<file path="config.mk">
export PLATFORM = sky130hd
export DESIGN_NAME = thick_line_rasterizer_unit
export DESIGN_NICKNAME = d
export VERILOG_FILES = /design/src/hdl/thk_pkg.sv /design/src/hdl/thk_front.sv /design/src/hdl/thk_queue.sv /design/src/hdl/thk_back.sv /design/src/hdl/thick_line_rasterizer_unit.sv
export SDC_FILE = /design/constraint.sdc
export NUM_CORES = 1
export LEC_CHECK = 0
export BUFFER_PORTS_ARGS = -buffer_cell sky130_fd_sc_hd__buf_4
export CAP_MARGIN = 10
export CORE_MARGIN = 3
export CORE_UTILIZATION = 50
export DETAILED_ROUTE_END_ITERATION = 7
export PLACE_DENSITY = 0.77
export RECOVER_POWER = 50
export SYNTH_ARGS = -nofsm -noshare
export SYNTH_HDL_FRONTEND = slang
export SYNTH_SLANG_ARGS = --single-unit
</file>
<file path="constraint.sdc">
create_clock -name clock -period 12.2 [get_ports clock]
set_input_delay 0.61 -clock clock [delete_from_list [all_inputs] [get_ports clock]]
set_output_delay 0.61 -clock clock [all_outputs]
set_load 0.02 [all_outputs]
</file>
<file path="src/hdl/thk_pkg.sv">
// shared constants, codes and transfer types of the thick line rasterizer
`default_nettype none

package thk_pkg;

   // coordinate and field widths
   localparam int COORD_BITS  = 12;
   localparam int EBITS       = COORD_BITS + 2;
   localparam int SCREEN_BITS = 11;
   localparam int PEN_BITS    = 8;
   localparam int COLOR_BITS  = 16;
   localparam int CMP_BITS    = ((COORD_BITS > SCREEN_BITS) ? COORD_BITS : SCREEN_BITS) + 1;

   // configuration port
   localparam int ADDR_BITS = 3;
   localparam int DATA_BITS = 32;
   localparam logic [SCREEN_BITS-1:0] SCREEN_RESET = SCREEN_BITS'(240);

   typedef logic [COORD_BITS-1:0] coord_type;

   // request codes
   typedef enum logic {
      REQ_START = 1'b0,
      REQ_STEP  = 1'b1
   } req_code_type;

   // register indexes
   typedef enum logic {
      REG_SCREEN_WIDTH  = 1'b0,
      REG_SCREEN_HEIGHT = 1'b1
   } reg_index_type;

   // classified command from the front to the back
   typedef struct packed {
      logic                  is_start;
      coord_type             x0;
      coord_type             y0;
      coord_type             x1;
      coord_type             y1;
      coord_type             dx;
      coord_type             dy;
      logic                  sx_neg;
      logic                  sy_neg;
      logic [EBITS-1:0]      err;
      logic [PEN_BITS-1:0]   pen;
      logic [COLOR_BITS-1:0] color;
   } cmd_type;

   // rectangle result
   typedef struct packed {
      coord_type             x;
      coord_type             y;
      coord_type             w;
      coord_type             h;
      logic [COLOR_BITS-1:0] color;
      logic                  last;
   } rect_type;

   // queue status seen by the producer and consumer
   typedef struct packed {
      logic full;
      logic empty;
   } queue_stat_type;

endpackage

`default_nettype wire

</file>
<file path="src/hdl/thk_front.sv">
// front stage: accepts requests, classifies them and precomputes line setup
`default_nettype none

module thk_front (
   input  wire logic                                  clock,
   input  wire logic                                  reset,
   input  wire logic                                  push,
   output logic                                       full,
   input  wire logic                                  req_type,
   input  wire logic signed [thk_pkg::COORD_BITS-1:0] req_start_x,
   input  wire logic signed [thk_pkg::COORD_BITS-1:0] req_start_y,
   input  wire logic signed [thk_pkg::COORD_BITS-1:0] req_end_x,
   input  wire logic signed [thk_pkg::COORD_BITS-1:0] req_end_y,
   input  wire logic        [thk_pkg::PEN_BITS-1:0]   req_pen_size,
   input  wire logic        [thk_pkg::COLOR_BITS-1:0] req_pen_color,
   input  wire thk_pkg::queue_stat_type               q_stat,
   output logic                                       q_push,
   output thk_pkg::cmd_type                           q_cmd
);

   logic                               vld_ff, vld_in;
   thk_pkg::cmd_type                   cmd_ff, cmd_in;
   logic                               ready;
   logic                               take;
   logic signed [thk_pkg::COORD_BITS:0] ddx, ddy;
   logic        [thk_pkg::COORD_BITS:0] adx, ady;
   thk_pkg::coord_type                 dx, dy;
   logic        [thk_pkg::EBITS-1:0]   half_dx, half_dy;

   // handshake: hold the stage while the queue is full
   assign ready  = !vld_ff || !q_stat.full;
   assign full   = !ready;
   assign take   = push && ready;
   assign q_push = vld_ff && !q_stat.full;
   assign q_cmd  = cmd_ff;

   // absolute deltas and initial error
   always_comb begin
      ddx     = {req_end_x[thk_pkg::COORD_BITS-1], req_end_x}
              - {req_start_x[thk_pkg::COORD_BITS-1], req_start_x};
      ddy     = {req_end_y[thk_pkg::COORD_BITS-1], req_end_y}
              - {req_start_y[thk_pkg::COORD_BITS-1], req_start_y};
      adx     = ddx[thk_pkg::COORD_BITS] ? -ddx : ddx;
      ady     = ddy[thk_pkg::COORD_BITS] ? -ddy : ddy;
      dx      = adx[thk_pkg::COORD_BITS-1:0];
      dy      = ady[thk_pkg::COORD_BITS-1:0];
      half_dx = {3'b000, dx[thk_pkg::COORD_BITS-1:1]};
      half_dy = {3'b000, dy[thk_pkg::COORD_BITS-1:1]};
   end

   // build the command
   always_comb begin
      cmd_in          = cmd_ff;
      vld_in          = vld_ff;
      if (q_push) begin
         vld_in = 1'b0;
      end
      if (take) begin
         vld_in          = 1'b1;
         cmd_in.is_start = (req_type == thk_pkg::REQ_START);
         cmd_in.x0       = req_start_x;
         cmd_in.y0       = req_start_y;
         cmd_in.x1       = req_end_x;
         cmd_in.y1       = req_end_y;
         cmd_in.dx       = dx;
         cmd_in.dy       = dy;
         cmd_in.sx_neg   = !(req_start_x < req_end_x);
         cmd_in.sy_neg   = !(req_start_y < req_end_y);
         cmd_in.err      = (dx > dy) ? half_dx : (thk_pkg::EBITS'(0) - half_dy);
         cmd_in.pen      = (req_pen_size == '0) ? thk_pkg::PEN_BITS'(1) : req_pen_size;
         cmd_in.color    = req_pen_color;
      end
   end

   // stage register
   always_ff @(posedge clock) begin
      if (reset) begin
         vld_ff <= 1'b0;
      end else begin
         vld_ff <= vld_in;
      end
      cmd_ff <= cmd_in;
   end

endmodule

`default_nettype wire

</file>
<file path="src/hdl/thk_queue.sv">
// two-entry command queue between front and back
`default_nettype none

module thk_queue (
   input  wire logic             clock,
   input  wire logic             reset,
   input  wire logic             push,
   input  wire thk_pkg::cmd_type push_cmd,
   input  wire logic             pop,
   output thk_pkg::cmd_type      head,
   output thk_pkg::queue_stat_type stat
);

   thk_pkg::cmd_type mem_ff [2];
   logic             wr_ptr_ff, wr_ptr_in;
   logic             rd_ptr_ff, rd_ptr_in;
   logic [1:0]       cnt_ff, cnt_in;
   logic             do_push, do_pop;

   assign stat.full  = (cnt_ff == 2'd2);
   assign stat.empty = (cnt_ff == 2'd0);
   assign do_push    = push && !stat.full;
   assign do_pop     = pop && !stat.empty;
   assign head       = mem_ff[rd_ptr_ff];

   // pointer and count update
   always_comb begin
      wr_ptr_in = wr_ptr_ff ^ do_push;
      rd_ptr_in = rd_ptr_ff ^ do_pop;
      cnt_in    = cnt_ff + {1'b0, do_push} - {1'b0, do_pop};
   end

   always_ff @(posedge clock) begin
      if (reset) begin
         wr_ptr_ff <= 1'b0;
         rd_ptr_ff <= 1'b0;
         cnt_ff    <= 2'd0;
      end else begin
         wr_ptr_ff <= wr_ptr_in;
         rd_ptr_ff <= rd_ptr_in;
         cnt_ff    <= cnt_in;
      end
      if (do_push) begin
         mem_ff[wr_ptr_ff] <= push_cmd;
      end
   end

endmodule

`default_nettype wire

</file>
<file path="src/hdl/thk_back.sv">
// back stage: line state, bresenham stepping and result buffer
`default_nettype none

module thk_back (
   input  wire logic                            clock,
   input  wire logic                            reset,
   input  wire logic [thk_pkg::SCREEN_BITS-1:0] screen_width,
   input  wire thk_pkg::cmd_type                head,
   input  wire thk_pkg::queue_stat_type         q_stat,
   output logic                                 q_pop,
   input  wire logic                            pop,
   output logic                                 empty,
   output thk_pkg::rect_type                    rsp
);

   // line state
   thk_pkg::coord_type                cur_x_ff, cur_x_in, cur_y_ff, cur_y_in;
   thk_pkg::coord_type                goal_x_ff, goal_x_in, goal_y_ff, goal_y_in;
   thk_pkg::coord_type                dx_ff, dx_in, dy_ff, dy_in;
   logic                              sx_neg_ff, sx_neg_in, sy_neg_ff, sy_neg_in;
   logic [thk_pkg::EBITS-1:0]         err_ff, err_in;
   logic [thk_pkg::PEN_BITS-1:0]      pen_ff, pen_in;
   logic [thk_pkg::COLOR_BITS-1:0]    color_ff, color_in;
   logic                              active_ff, active_in;

   // result buffer
   thk_pkg::rect_type                 obuf_ff [2];
   logic                              owr_ff, owr_in, ord_ff, ord_in;
   logic [1:0]                        ocnt_ff, ocnt_in;
   logic                              opush, opop;

   logic                              take;
   logic                              res_vld;
   thk_pkg::rect_type                 res;
   logic signed [thk_pkg::EBITS:0]    e_ext, dx_s, dy_s;
   logic                              go_x, go_y, skip_y;
   thk_pkg::coord_type                nx, ny;
   logic [thk_pkg::EBITS-1:0]         acc;
   thk_pkg::coord_type                pen_w;

   assign take  = !q_stat.empty && (ocnt_ff != 2'd2);
   assign q_pop = take;

   // one bresenham step or a start setup per command
   always_comb begin
      cur_x_in  = cur_x_ff;
      cur_y_in  = cur_y_ff;
      goal_x_in = goal_x_ff;
      goal_y_in = goal_y_ff;
      dx_in     = dx_ff;
      dy_in     = dy_ff;
      sx_neg_in = sx_neg_ff;
      sy_neg_in = sy_neg_ff;
      err_in    = err_ff;
      pen_in    = pen_ff;
      color_in  = color_ff;
      active_in = active_ff;
      res_vld   = 1'b0;
      pen_w     = thk_pkg::COORD_BITS'(pen_ff);
      res.x     = cur_x_ff;
      res.y     = cur_y_ff;
      res.w     = pen_w;
      res.h     = pen_w;
      res.color = color_ff;
      res.last  = 1'b0;

      e_ext  = {err_ff[thk_pkg::EBITS-1], err_ff};
      dx_s   = (thk_pkg::EBITS+1)'(dx_ff);
      dy_s   = (thk_pkg::EBITS+1)'(dy_ff);
      go_x   = e_ext > -dx_s;
      go_y   = e_ext < dy_s;
      nx     = cur_x_ff;
      ny     = cur_y_ff;
      acc    = err_ff;
      skip_y = 1'b0;
      if (go_x) begin
         acc    = acc - thk_pkg::EBITS'(dy_ff);
         nx     = cur_x_ff + (sx_neg_ff ? '1 : thk_pkg::COORD_BITS'(1));
         skip_y = nx[thk_pkg::COORD_BITS-1]
               || (thk_pkg::CMP_BITS'(nx) > thk_pkg::CMP_BITS'(screen_width));
      end
      if (!skip_y && go_y) begin
         acc = acc + thk_pkg::EBITS'(dx_ff);
         ny  = cur_y_ff + (sy_neg_ff ? '1 : thk_pkg::COORD_BITS'(1));
      end

      if (take) begin
         if (head.is_start) begin
            cur_x_in  = head.x0;
            cur_y_in  = head.y0;
            goal_x_in = head.x1;
            goal_y_in = head.y1;
            dx_in     = head.dx;
            dy_in     = head.dy;
            sx_neg_in = head.sx_neg;
            sy_neg_in = head.sy_neg;
            err_in    = head.err;
            pen_in    = head.pen;
            color_in  = head.color;
            res.x     = head.x0;
            res.y     = head.y0;
            res.color = head.color;
            res.last  = 1'b1;
            if (head.x0 == head.x1) begin
               // vertical or single point
               res_vld   = 1'b1;
               active_in = 1'b0;
               res.w     = thk_pkg::COORD_BITS'(head.pen);
               res.h     = head.dy;
            end else if (head.y0 == head.y1) begin
               // horizontal
               res_vld   = 1'b1;
               active_in = 1'b0;
               res.w     = head.dx;
               res.h     = thk_pkg::COORD_BITS'(head.pen);
            end else begin
               active_in = 1'b1;
            end
         end else if (active_ff) begin
            res_vld  = 1'b1;
            cur_x_in = nx;
            cur_y_in = ny;
            err_in   = acc;
            res.last = (nx == goal_x_ff) && (ny == goal_y_ff);
            if (res.last) begin
               active_in = 1'b0;
            end
         end
      end
   end

   // result buffer bookkeeping
   assign opush = take && res_vld;
   assign opop  = pop && (ocnt_ff != 2'd0);
   assign empty = (ocnt_ff == 2'd0);
   assign rsp   = obuf_ff[ord_ff];

   always_comb begin
      owr_in  = owr_ff ^ opush;
      ord_in  = ord_ff ^ opop;
      ocnt_in = ocnt_ff + {1'b0, opush} - {1'b0, opop};
   end

   always_ff @(posedge clock) begin
      if (reset) begin
         active_ff <= 1'b0;
         owr_ff    <= 1'b0;
         ord_ff    <= 1'b0;
         ocnt_ff   <= 2'd0;
      end else begin
         active_ff <= active_in;
         owr_ff    <= owr_in;
         ord_ff    <= ord_in;
         ocnt_ff   <= ocnt_in;
      end
      cur_x_ff  <= cur_x_in;
      cur_y_ff  <= cur_y_in;
      goal_x_ff <= goal_x_in;
      goal_y_ff <= goal_y_in;
      dx_ff     <= dx_in;
      dy_ff     <= dy_in;
      sx_neg_ff <= sx_neg_in;
      sy_neg_ff <= sy_neg_in;
      err_ff    <= err_in;
      pen_ff    <= pen_in;
      color_ff  <= color_in;
      if (opush) begin
         obuf_ff[owr_ff] <= res;
      end
   end

endmodule

`default_nettype wire

</file>
<file path="src/hdl/thick_line_rasterizer_unit.sv">
// top level of the thick line rasterizer: front, queue, back and registers
//
// channel   ports                          transfer when
// request   push, full, req_*              push && !full
// result    empty, pop, rsp_*              pop && !empty
// config    psel, penable, pwrite, paddr,  psel && penable && pwrite (pready tied high)
//           pwdata, prdata, pready
//
// one request per cycle is taken when the result side keeps popping; the back
// stage retires one command per cycle, while its result buffer has room, with a single add/compare step.
// a request passes the front register and the command queue write, then the back
// stage writing the result buffer, before its result shows on the result ports
// reset is synchronous and active high; it empties both queues and idles the line.
// a stalled result side fills the result buffer, then the command queue and the
// front register, then raises full
`default_nettype none

module thick_line_rasterizer_unit (
   input  wire logic                                  clock,
   input  wire logic                                  reset,
   input  wire logic                                  push,
   output logic                                       full,
   input  wire logic                                  req_type,
   input  wire logic signed [thk_pkg::COORD_BITS-1:0] req_start_x,
   input  wire logic signed [thk_pkg::COORD_BITS-1:0] req_start_y,
   input  wire logic signed [thk_pkg::COORD_BITS-1:0] req_end_x,
   input  wire logic signed [thk_pkg::COORD_BITS-1:0] req_end_y,
   input  wire logic        [thk_pkg::PEN_BITS-1:0]   req_pen_size,
   input  wire logic        [thk_pkg::COLOR_BITS-1:0] req_pen_color,
   output logic                                       empty,
   input  wire logic                                  pop,
   output logic signed [thk_pkg::COORD_BITS-1:0]      rsp_rect_x,
   output logic signed [thk_pkg::COORD_BITS-1:0]      rsp_rect_y,
   output logic        [thk_pkg::COORD_BITS-1:0]      rsp_rect_w,
   output logic        [thk_pkg::COORD_BITS-1:0]      rsp_rect_h,
   output logic        [thk_pkg::COLOR_BITS-1:0]      rsp_rect_color,
   output logic                                       rsp_last_rect,
   input  wire logic                                  psel,
   input  wire logic                                  penable,
   input  wire logic                                  pwrite,
   input  wire logic        [thk_pkg::ADDR_BITS-1:0]  paddr,
   input  wire logic        [thk_pkg::DATA_BITS-1:0]  pwdata,
   output logic             [thk_pkg::DATA_BITS-1:0]  prdata,
   output logic                                       pready
);

   logic [thk_pkg::SCREEN_BITS-1:0] width_ff, width_in;
   logic [thk_pkg::SCREEN_BITS-1:0] height_ff, height_in;
   thk_pkg::reg_index_type          reg_idx;
   logic                            csr_wr;

   thk_pkg::queue_stat_type         q_stat;
   logic                            q_push, q_pop;
   thk_pkg::cmd_type                q_cmd, q_head;
   thk_pkg::rect_type               rsp;

   // register decode
   assign pready  = 1'b1;
   assign reg_idx = thk_pkg::reg_index_type'(paddr[2]);
   assign csr_wr  = psel && penable && pwrite && pready;

   always_comb begin
      width_in  = width_ff;
      height_in = height_ff;
      prdata    = '0;
      unique case (reg_idx)
         thk_pkg::REG_SCREEN_WIDTH: begin
            prdata = thk_pkg::DATA_BITS'(width_ff);
            if (csr_wr) begin
               width_in = pwdata[thk_pkg::SCREEN_BITS-1:0];
            end
         end
         thk_pkg::REG_SCREEN_HEIGHT: begin
            prdata = thk_pkg::DATA_BITS'(height_ff);
            if (csr_wr) begin
               height_in = pwdata[thk_pkg::SCREEN_BITS-1:0];
            end
         end
         default: begin
            prdata = '0;
         end
      endcase
   end

   always_ff @(posedge clock) begin
      if (reset) begin
         width_ff  <= thk_pkg::SCREEN_RESET;
         height_ff <= thk_pkg::SCREEN_RESET;
      end else begin
         width_ff  <= width_in;
         height_ff <= height_in;
      end
   end

   // front
   thk_front u_front (
      .clock         (clock),
      .reset         (reset),
      .push          (push),
      .full          (full),
      .req_type      (req_type),
      .req_start_x   (req_start_x),
      .req_start_y   (req_start_y),
      .req_end_x     (req_end_x),
      .req_end_y     (req_end_y),
      .req_pen_size  (req_pen_size),
      .req_pen_color (req_pen_color),
      .q_stat        (q_stat),
      .q_push        (q_push),
      .q_cmd         (q_cmd)
   );

   // command queue
   thk_queue u_queue (
      .clock    (clock),
      .reset    (reset),
      .push     (q_push),
      .push_cmd (q_cmd),
      .pop      (q_pop),
      .head     (q_head),
      .stat     (q_stat)
   );

   // back
   thk_back u_back (
      .clock        (clock),
      .reset        (reset),
      .screen_width (width_ff),
      .head         (q_head),
      .q_stat       (q_stat),
      .q_pop        (q_pop),
      .pop          (pop),
      .empty        (empty),
      .rsp          (rsp)
   );

   // result ports
   assign rsp_rect_x     = rsp.x;
   assign rsp_rect_y     = rsp.y;
   assign rsp_rect_w     = rsp.w;
   assign rsp_rect_h     = rsp.h;
   assign rsp_rect_color = rsp.color;
   assign rsp_last_rect  = rsp.last;

endmodule

`default_nettype wire

</file>
==> key figures <==
Floorplan
  – Die width: approximately 240 um
  – Starting Density: a little over 50%
  – Die area: between 50000 and 60000 um2
  – Core Region: 55740 um2
  – Row cnt: 86
  – Die extent in y: 244.8 um
  – Boundary pin count: ~220

Routing
  – Via count: ~18000
  – Vias per cell: 5.638
  – Antenna viol nets, final: 0
  – DR DRC count: 0
  – First DRT Iteration DRCs: 1453
  – Wire per inst: ~20 um
  – First drt pass iteration count: 5
  – WL final: 63080 um

Cells and area
  – Nets: ~2600
  – Area of the multi-input gates: 9843 um2
  – Storage cell area: approximately 18000 um2
  – Area Overhead vs Synth: 12.92%
  – Share of post-route cells with drive strength above 1: 13.12%
  – Fillers: 4450
  – Antenna fix cells: 0

Place
  – Placer Congestion: slightly above 0.9
  – PortBufs: around 170
  – Pre-CTS setup slack: around 5 ns
  – Hpwl dp: ~45000 um

Worst setup path
  – WP data required: approximately 12 ns
  – Worst Path Max Fanout: 67
  – Crit path kind: reg -> reg
  – R2R depth: 8
  – Critical path data arrival time: approximately 8.6 ns
  – Worst setup path start: u_queue.rd_ptr_ff
  – CP startpoint kind: flop
  – CP endpoint kind: flop
  – Reg-to-reg critical path startpoint: u_queue.rd_ptr_ff

STA
  – PnR worst setup slack: 3.877 ns
  – Worst relative slew slack: -135.2%
  – Clk_skew: 0.02396 ns
  – Max-slew violation count: 331
  – Final setup violation count: 0
  – Setup TNS: 0 ns
  – Slew @ Worst Pin: 3.528 ns
  – Min Tclk post-route: ~8.3 ns
  – Achievable clock frequency: approximately 0.12 GHz
  – RSZ-0062 raised after global routing: no
  – Period Utilization, post-route: 68.22%
  – Hold Vio Cnt, Final: 0

Hold path
  – Hold depth: 1
  – Hold_sp: req_pen_size[5]
  – Worst Hold Class: in -> reg

Logic synthesis
  – Post-synth top area share: between 60% and 70%
  – Synth warn: 0
  – Post-synth EDFFs: about 580
  – Netlist cell types: 76
  – Synth Instances: approximately 2200
  – Main area contributors after synthesis: edfxtp_1, mux2_2, ha_1
  – Ys flop type: edfxtp_1
  – Syn_area_per_cell: 13.20 um2
  – Synth Register Bits: approximately 600
  – Asr flop ratio synth: 0%
  – Share of the yosys chip area belonging to registers: 62.80%
  – Largest area contributor in the synthesized netlist: edfxtp_1
  – Netlist Area Pre-Place: 28520 um2

GRT
  – Tot GR Track Use: 20.74%
  – Vias in the first global route: between 15000 and 20000
  – Largest net degree at the start of global routing: a little under 70
  – Total global routing overflow: 0
  – First-pass GRT wire length: 97880 um
  – Initial antenna violation count: 1

Power
  – Power Dens Cells: 259.4 nW/um2
  – Internal: ~5.3 mW
  – Pleak: about 12 nW
  – VDD IR max: between 150 and 200 uV
  – Gate power share: between 40% and 50%
  – NetSw: 3.068 mW
  – Clock share of power: between 20% and 30%
  – Overall Power: 8.352 mW
  – Sw frac: a little under two fifths
  – Reg power frac: a little under two fifths

Clocking
  – Clk buf depth: 3
  – CTS root buffer: clkbuf_16
  – Reg clk slew, reported paths: ~0.060 ns
  – Worst-Skew Late Latency: 0.62 ns
  – Post-CTS Setup Repair Bufs: 0
  – CTS Hold Bufs: 0
  – CTS Buf Count: 60
  – H-tree depth: 2
  – Clock Sinks: 607
  – CTS tree: built
  – Post-CTS Resized: 0

Flow run
  – Max_cap viols: 6

Status
  – Status: finished with violations
  – Failing checks: capacitance limit, slew limit
routing by layer:
layer / global-route usage [%] / up-vias / wire, um
li1: - / 8326 / -
met3: 3.408 / 94 / 4052
met1: 29.04 / 8682 / 27860
met5: 0 / - / 0
met4: 5.523 / 0 / 1388
met2: 33.88 / 561 / 29790
kinds of logic after synthesis:
logic type | count (synthesis) | share of synthesized area (%)
simple gates | 512 | 8.126
mux | 197 | 7.657
compound gates | 372 | 8.323
flops | 607 | 62.80
buf+inv | 202 | 2.997
other cells | 2 | 0.02634
fa+ha+maj | 126 | 5.686
xor+xnor | 142 | 4.388
worst max-delay path: stages, from the launching register on:
cell and delay, ns:
dfxtp_1 2.65, clkbuf_1 2.19, nand2_1 0.48, o21ai_1 0.24
buf_4 0.30, o21ai_0 0.16, a21oi_1 0.45, ha_2 0.86
buf_4 0.55
final cells by class:
cell class,instances,share of cell area (%)
Sequential cell,607,55.61
Multi-Input combinational cell,1371,30.57
Clock buffer,73,4.946
Timing Repair Buffer,187,3.450
Tap cell,748,2.906
Inverter,109,1.278
Clock inverter,38,1.240
power by group through the flow:
stage / Clock (mW) / Sequential, mW / Combinational (mW)
2_1_floorplan: 0 / 3.03 / 2.54
3_3_place_gp: 0 / 3.11 / 3.25
3_5_place_dp: 0 / 3.14 / 3.39
4_1_cts: 1.90 / 3.10 / 3.41
5_1_grt: 1.98 / 3.14 / 3.73
6_report: 1.86 / 3.10 / 3.40
final timing paths:
check | slack [ns] | end
min reg2reg | 0.44 | u_queue.mem_ff[0][38]
max reg2reg | 3.88 | u_back.obuf_ff[0][48]
max | 3.88 | u_back.obuf_ff[0][48]
min | 0.20 | u_front.q_cmd[21]
cell usage after synthesis (32+ instances only):
library cell    n
a21oi_1       107
edfxtp_1      575
ha_1          120
xnor2_1        92
dfxtp_1        32
nand2_1       224
xor2_1         49
mux2_2        168
nor2_1        115
inv_1         109
o21ai_0        89
clkbuf_1       62
state kept, by name, summed over array words and instances, names as in the netlist, 2 cells and up:
register	flops
u_queue.mem_ff	222
u_back.obuf_ff	130
u_front.q_cmd	111
u_back.color_ff	16
u_back.err_ff	14
u_back.cur_x_ff	12
u_back.cur_y_ff	12
u_back.dx_ff	12
u_back.dy_ff	12
u_back.goal_x_ff	12
u_back.goal_y_ff	12
height_ff	11
width_ff	11
u_back.pen_ff	8
u_back.ocnt_ff	2
u_queue.cnt_ff	2
cells in the final DEF (no fill, tap or decap), types with 89 or more instances in the layout:
| master | instances |
|---|---|
| edfxtp_1 | 575 |
| xnor2_1 | 92 |
| inv_1 | 108 |
| a21oi_1 | 107 |
| clkbuf_1 | 90 |
| o21ai_0 | 90 |
| nor2_1 | 115 |
| ha_1 | 118 |
| mux2_2 | 94 |
| buf_4 | 89 |
| nand2_1 | 223 |
metrics by stage:
stage	std cells	utilization, %	hold slack, ns	area [um2]
final	3133	57.77	0.2030	32200
after CTS	3132	58.36	0.1305	32530
after detailed placement	3021	54.78	0.4298	30530
after global placement	3021	54.78	0.4223	30530
after global routing	3133	57.77	0.1669	32200
after floorplan	2180	-	0.4215	28590
No activity file was read; power rests on OpenSTA's default activity.
